File: src/hdl/pba_pkg.sv
// Shared types and constants for the pool block allocator.
// No dependencies; the interfaces, controller, datapath and top level import this package.
package pba_pkg;

  localparam int LEN_W    = 32;
  localparam int FIELD_W  = 32;
  localparam int STATUS_W = 4;
  localparam int CFG_IDX_W = 2;

  // request modes
  localparam logic MODE_ALLOC   = 1'b0;
  localparam logic MODE_RELEASE = 1'b1;

  // configuration register indexes
  localparam logic [CFG_IDX_W-1:0] CFG_POOL_LIMIT   = 2'd0;
  localparam logic [CFG_IDX_W-1:0] CFG_START_OFFSET = 2'd1;
  localparam logic [CFG_IDX_W-1:0] CFG_LOCKED       = 2'd2;

  // result status codes
  localparam logic [STATUS_W-1:0] ST_NEW         = 4'd0;
  localparam logic [STATUS_W-1:0] ST_REUSED      = 4'd1;
  localparam logic [STATUS_W-1:0] ST_FREED       = 4'd2;
  localparam logic [STATUS_W-1:0] ST_TOP_REMOVED = 4'd3;
  localparam logic [STATUS_W-1:0] ST_LOCKED      = 4'd4;
  localparam logic [STATUS_W-1:0] ST_BAD         = 4'd5;
  localparam logic [STATUS_W-1:0] ST_NO_MEMORY   = 4'd6;
  localparam logic [STATUS_W-1:0] ST_NOT_FOUND   = 4'd7;
  localparam logic [STATUS_W-1:0] ST_FULL        = 4'd8;

  // controller -> datapath
  typedef struct packed {
    logic load;    // latch the input beat
    logic prep;    // top entry read or alignment start
    logic scan;    // issue one table read
    logic finish;  // decide, write back, load result
  } pba_cmd_t;

  // datapath -> controller
  typedef struct packed {
    logic early;      // result known without a table walk
    logic empty;      // table holds no entries
    logic scan_last;  // current scan read is the last entry
    logic busy;       // table read still in flight
  } pba_sts_t;

endpackage

File: src/hdl/pba_ctrl.sv
// Sequencer for the allocator: one request at a time through load, table walk,
// drain and finish. Depends on pba_pkg for the command and status structs.
module pba_ctrl (
  input  logic               clk,
  input  logic               rst_n,
  input  logic               in_valid,
  output logic               in_ready,
  output logic               out_valid,
  input  logic               out_ready,
  input  pba_pkg::pba_sts_t  sts,
  output pba_pkg::pba_cmd_t  cmd
);
  import pba_pkg::*;

  typedef enum logic [2:0] {
    S_IDLE,
    S_PREP,
    S_SCAN,
    S_DRAIN,
    S_FIN
  } state_t;

  state_t state_r, state_nxt;
  logic   out_valid_r;
  logic   out_free;

  assign out_free = !out_valid_r || out_ready;

  always_comb begin
    state_nxt = state_r;
    cmd       = '0;
    unique case (state_r)
      S_IDLE: begin
        if (in_valid) begin
          cmd.load  = 1'b1;
          state_nxt = S_PREP;
        end
      end
      S_PREP: begin
        cmd.prep = 1'b1;
        priority if (sts.early) state_nxt = S_FIN;
        else if (sts.empty)     state_nxt = S_DRAIN;
        else                    state_nxt = S_SCAN;
      end
      S_SCAN: begin
        cmd.scan = 1'b1;
        if (sts.scan_last) begin
          state_nxt = S_DRAIN;
        end
      end
      S_DRAIN: begin
        if (!sts.busy) begin
          state_nxt = S_FIN;
        end
      end
      S_FIN: begin
        if (out_free) begin
          cmd.finish = 1'b1;
          state_nxt  = S_IDLE;
        end
      end
      default: state_nxt = S_IDLE;
    endcase
  end

  always_ff @(posedge clk) begin
    if (!rst_n) begin
      state_r     <= S_IDLE;
      out_valid_r <= 1'b0;
    end else begin
      state_r <= state_nxt;
      if (cmd.finish) begin
        out_valid_r <= 1'b1;
      end else if (out_ready) begin
        out_valid_r <= 1'b0;
      end
    end
  end

  assign in_ready  = (state_r == S_IDLE);
  assign out_valid = out_valid_r;

endmodule

File: config.mk
export PLATFORM = sky130hd
export DESIGN_NAME = pba_ctrl
export DESIGN_NICKNAME = d
export VERILOG_FILES = /design/src/hdl/pba_pkg.sv /design/src/hdl/pba_ctrl.sv
export SDC_FILE = /design/constraint.sdc
export NUM_CORES = 1
export LEC_CHECK = 0
export BUFFER_PORTS_ARGS = -buffer_cell sky130_fd_sc_hd__clkbuf_2
export CAP_MARGIN = 10
export CORE_AREA = 2 2 39 41
export CTS_BUF_LIST = sky130_fd_sc_hd__clkbuf_8
export CTS_CLUSTER_SIZE = 8
export DETAILED_ROUTE_END_ITERATION = 10
export DIE_AREA = 0 0 41 43
export GPL_TIMING_DRIVEN = 0
export PLACE_DENSITY = 0.57
export SLEW_MARGIN = 20
export SYNTH_ARGS = -nofsm -noshare
export SYNTH_HDL_FRONTEND = slang
export SYNTH_SLANG_ARGS = --single-unit
File: constraint.sdc
create_clock -name clk -period 1.75 [get_ports clk]
set_input_delay 0.0875 -clock clk [delete_from_list [all_inputs] [get_ports clk]]
set_output_delay 0.0875 -clock clk [all_outputs]
set_load 0.01 [all_outputs]
==> results.ini <==
[floorplanning]
core_area_mm2=0.00138
die_x_um=41
die_h_um=43
fp.dieArea_mm2=0.00176
pin_count=14
initial_core_util=0.228
fp-row-count=14

[sta]
tns_ns=0
tightest_slew_ns=0.257
setup_violations=0
period_share=0.819
fmax_mhz=698
fin_crit_ns=1.43
hold_violations=0
setup_ws_ns=0.317
timing.slew.headroom=0.826
skew_ns=0.00147
drv_slew=0
grt_setup_unrepaired=no

[critical_path]
arrival_ns=1.35
r2r_start=state_r[1]
critPathLaunch=state_r[2]
crit_fanout=10
critPathTopFamily=simple AND/OR/NAND/NOR gates
startpoint_type=flip-flop
cp_slowest_cell=dfxtp_1
path_buf_inv=2
worstPathRequired_ns=1.66
cp-end-kind=primary output
critPathKind=flip-flop to primary output
max_stage_delay_ns=0.35
crit_chain=buf_2 > nor3b_1 > nor2b_1 > clkbuf_2

[hold_path]
worstHoldStart=rst_n
hold_path_class=input port to flip-flop

[yosys]
yosys_warnings=0
netlist_area_um2=315
synth_fp_nets=44
ys_seq_area_frac=0.254
yosysUniqueCellTypes=22
synthSimpleGateAreaFrac=0.381
synth_cells=36
synth_mux_area_frac=0.0317
synth_adder_area_share=0
synth.area.top_cells=dfxtp_1, o41ai_2, nor3b_1, nor4bb_2, a21o_1
synth_top_family_by_area=simple AND/OR/NAND/NOR gates
synth.avg_cell_area_um2=8.76
yosysTopAreaCell=dfxtp_1
synth_compound_area_frac=0.254
synth_xor_area_frac=0
synth_top_cell_area_share=0.254
synth-seq-cells=4

[finish]
fin_util=0.319
multiInputGateArea_um2=210
fill_cells=150
layout-drive-gt1-share=0.442
antenna_cells=0
final-seq-area_um2=80.1
nNetsFinal=62
syn_to_final_growth_pct=40.1

[detailed_routing]
first_pass_iters=4
drt_iter0_markers=2
ant_nets=0
wirelength_um=730
drc=0
vias=328
viasPerCell=4.82
detail_route.wl_per_cell_um=10.7

[cts]
cts.path.max_buffers=2
htreeDepth=1
cts.sinks=4
post_cts_resized=0
post_cts_buffers=0
insertion_delay_ns=0.22
clock-root-buffer=clkbuf_8
hold_buffers=0
cts_buffers=3
cts_tree=built
clk_pin_slew_ns=0.03

[global_route]
grtUsageTotal=0.100
overflow=0
grt_pass1_vias=275
grt_max_degree=11
grt_pass1_wl_um=1090
grt_antenna_before_repair=0

[place]
dp_hpwl_um=529
gp_congestion=0.744
io_buffers=13
place_worst_setup_slack_ns=0.413

[pwr]
power_density_mw_per_mm2=1310
ir_worst_vdd_mv=0.296
p_leak_uw=0.000207

[run]
drv_cap=0

[outcome]
status=finished, final reports clean

kinds of logic (layout without fill, tap and decap cells):
group,after synthesis,after routing
AOI/OAI and AO/OA,8,8
and+or+nand+nor,19,19
muxes,1,1
buffers and inverters,4,20
DFF,4,4
worst paths after layout:
path,depth (start not counted),slack [ns],endpoint
worst max-delay path,4,0.32,cmd[0]
worst min-delay path,2,0.16,state_r[2]
worst max register to register,5,0.41,state_r[2]
worst min register to register,3,0.65,out_valid
flip-flops by register name, indices dropped and copies added (netlist names):
register   count
state_r        3
out_valid      1
stage by stage:
step | instances | total power, µW | cell area [µm²] | hold WS [ns]
after floorplan | 36 | 312 | 315 | 0.229
after global placement | 65 | 384 | 400 | 0.384
after detailed placement | 65 | 385 | 400 | 0.384
after CTS | 68 | 585 | 442 | 0.159
after global routing | 68 | 625 | 442 | 0.165
final | 68 | 580 | 442 | 0.165
placed cells by master (no fill, tap or decap), drive strengths merged:
| master | netlist | routed |
|---|---|---|
| buf | 3 | 3 |
| nand2 | 2 | 2 |
| a31o | 1 | 1 |
| and3 | 1 | 1 |
| clkbuf | 0 | 16 |
| o41ai | 2 | 2 |
| dfxtp | 4 | 4 |
| nor3 | 1 | 1 |
| or3 | 1 | 1 |
| and2 | 1 | 1 |
| inv | 1 | 1 |
| a21o | 2 | 2 |
| mux2i | 1 | 1 |
| o21bai | 1 | 1 |
| nor4bb | 1 | 1 |
| nor3b | 4 | 4 |
| nor2 | 3 | 3 |
| nor4b | 1 | 1 |
| nand3 | 2 | 2 |
| nor2b | 2 | 2 |
| a21boi | 1 | 1 |
| a21oi | 1 | 1 |
Yosys cell counts (all sizes together):
library cell / number
dfxtp: 4
nor3b: 4
buf: 3
nor2: 3
a21o: 2
nand2: 2
nand3: 2
nor2b: 2
o41ai: 2
a21boi: 1
a21oi: 1
a31o: 1
and2: 1
and3: 1
inv: 1
mux2i: 1
nor3: 1
nor4b: 1
nor4bb: 1
o21bai: 1
or3: 1
power by group:
group | switching [µW] | leakage, µW | internal, µW
clock network | 49.2 | 0.0000216 | 147
registers | 9.62 | 0.0000327 | 112
logic | 140 | 0.000152 | 122
total | 199 | 0.000207 | 381
layout make-up:
class / instances / area share
buffer: 3 / 0.0482
clock buffer: 3 / 0.0935
inverter: 1 / 0.00850
multi-input combinational: 28 / 0.476
sequential: 4 / 0.181
tap: 16 / 0.0453
timing repair buffer: 13 / 0.147
metal layers:
layer,track usage,share of wire
met1,0.116,0.46
met2,0.125,0.48
met3,0.0314,0.034
met4,0.120,0.019
met5,0,0
No activity file was read; power rests on OpenSTA's default activity.
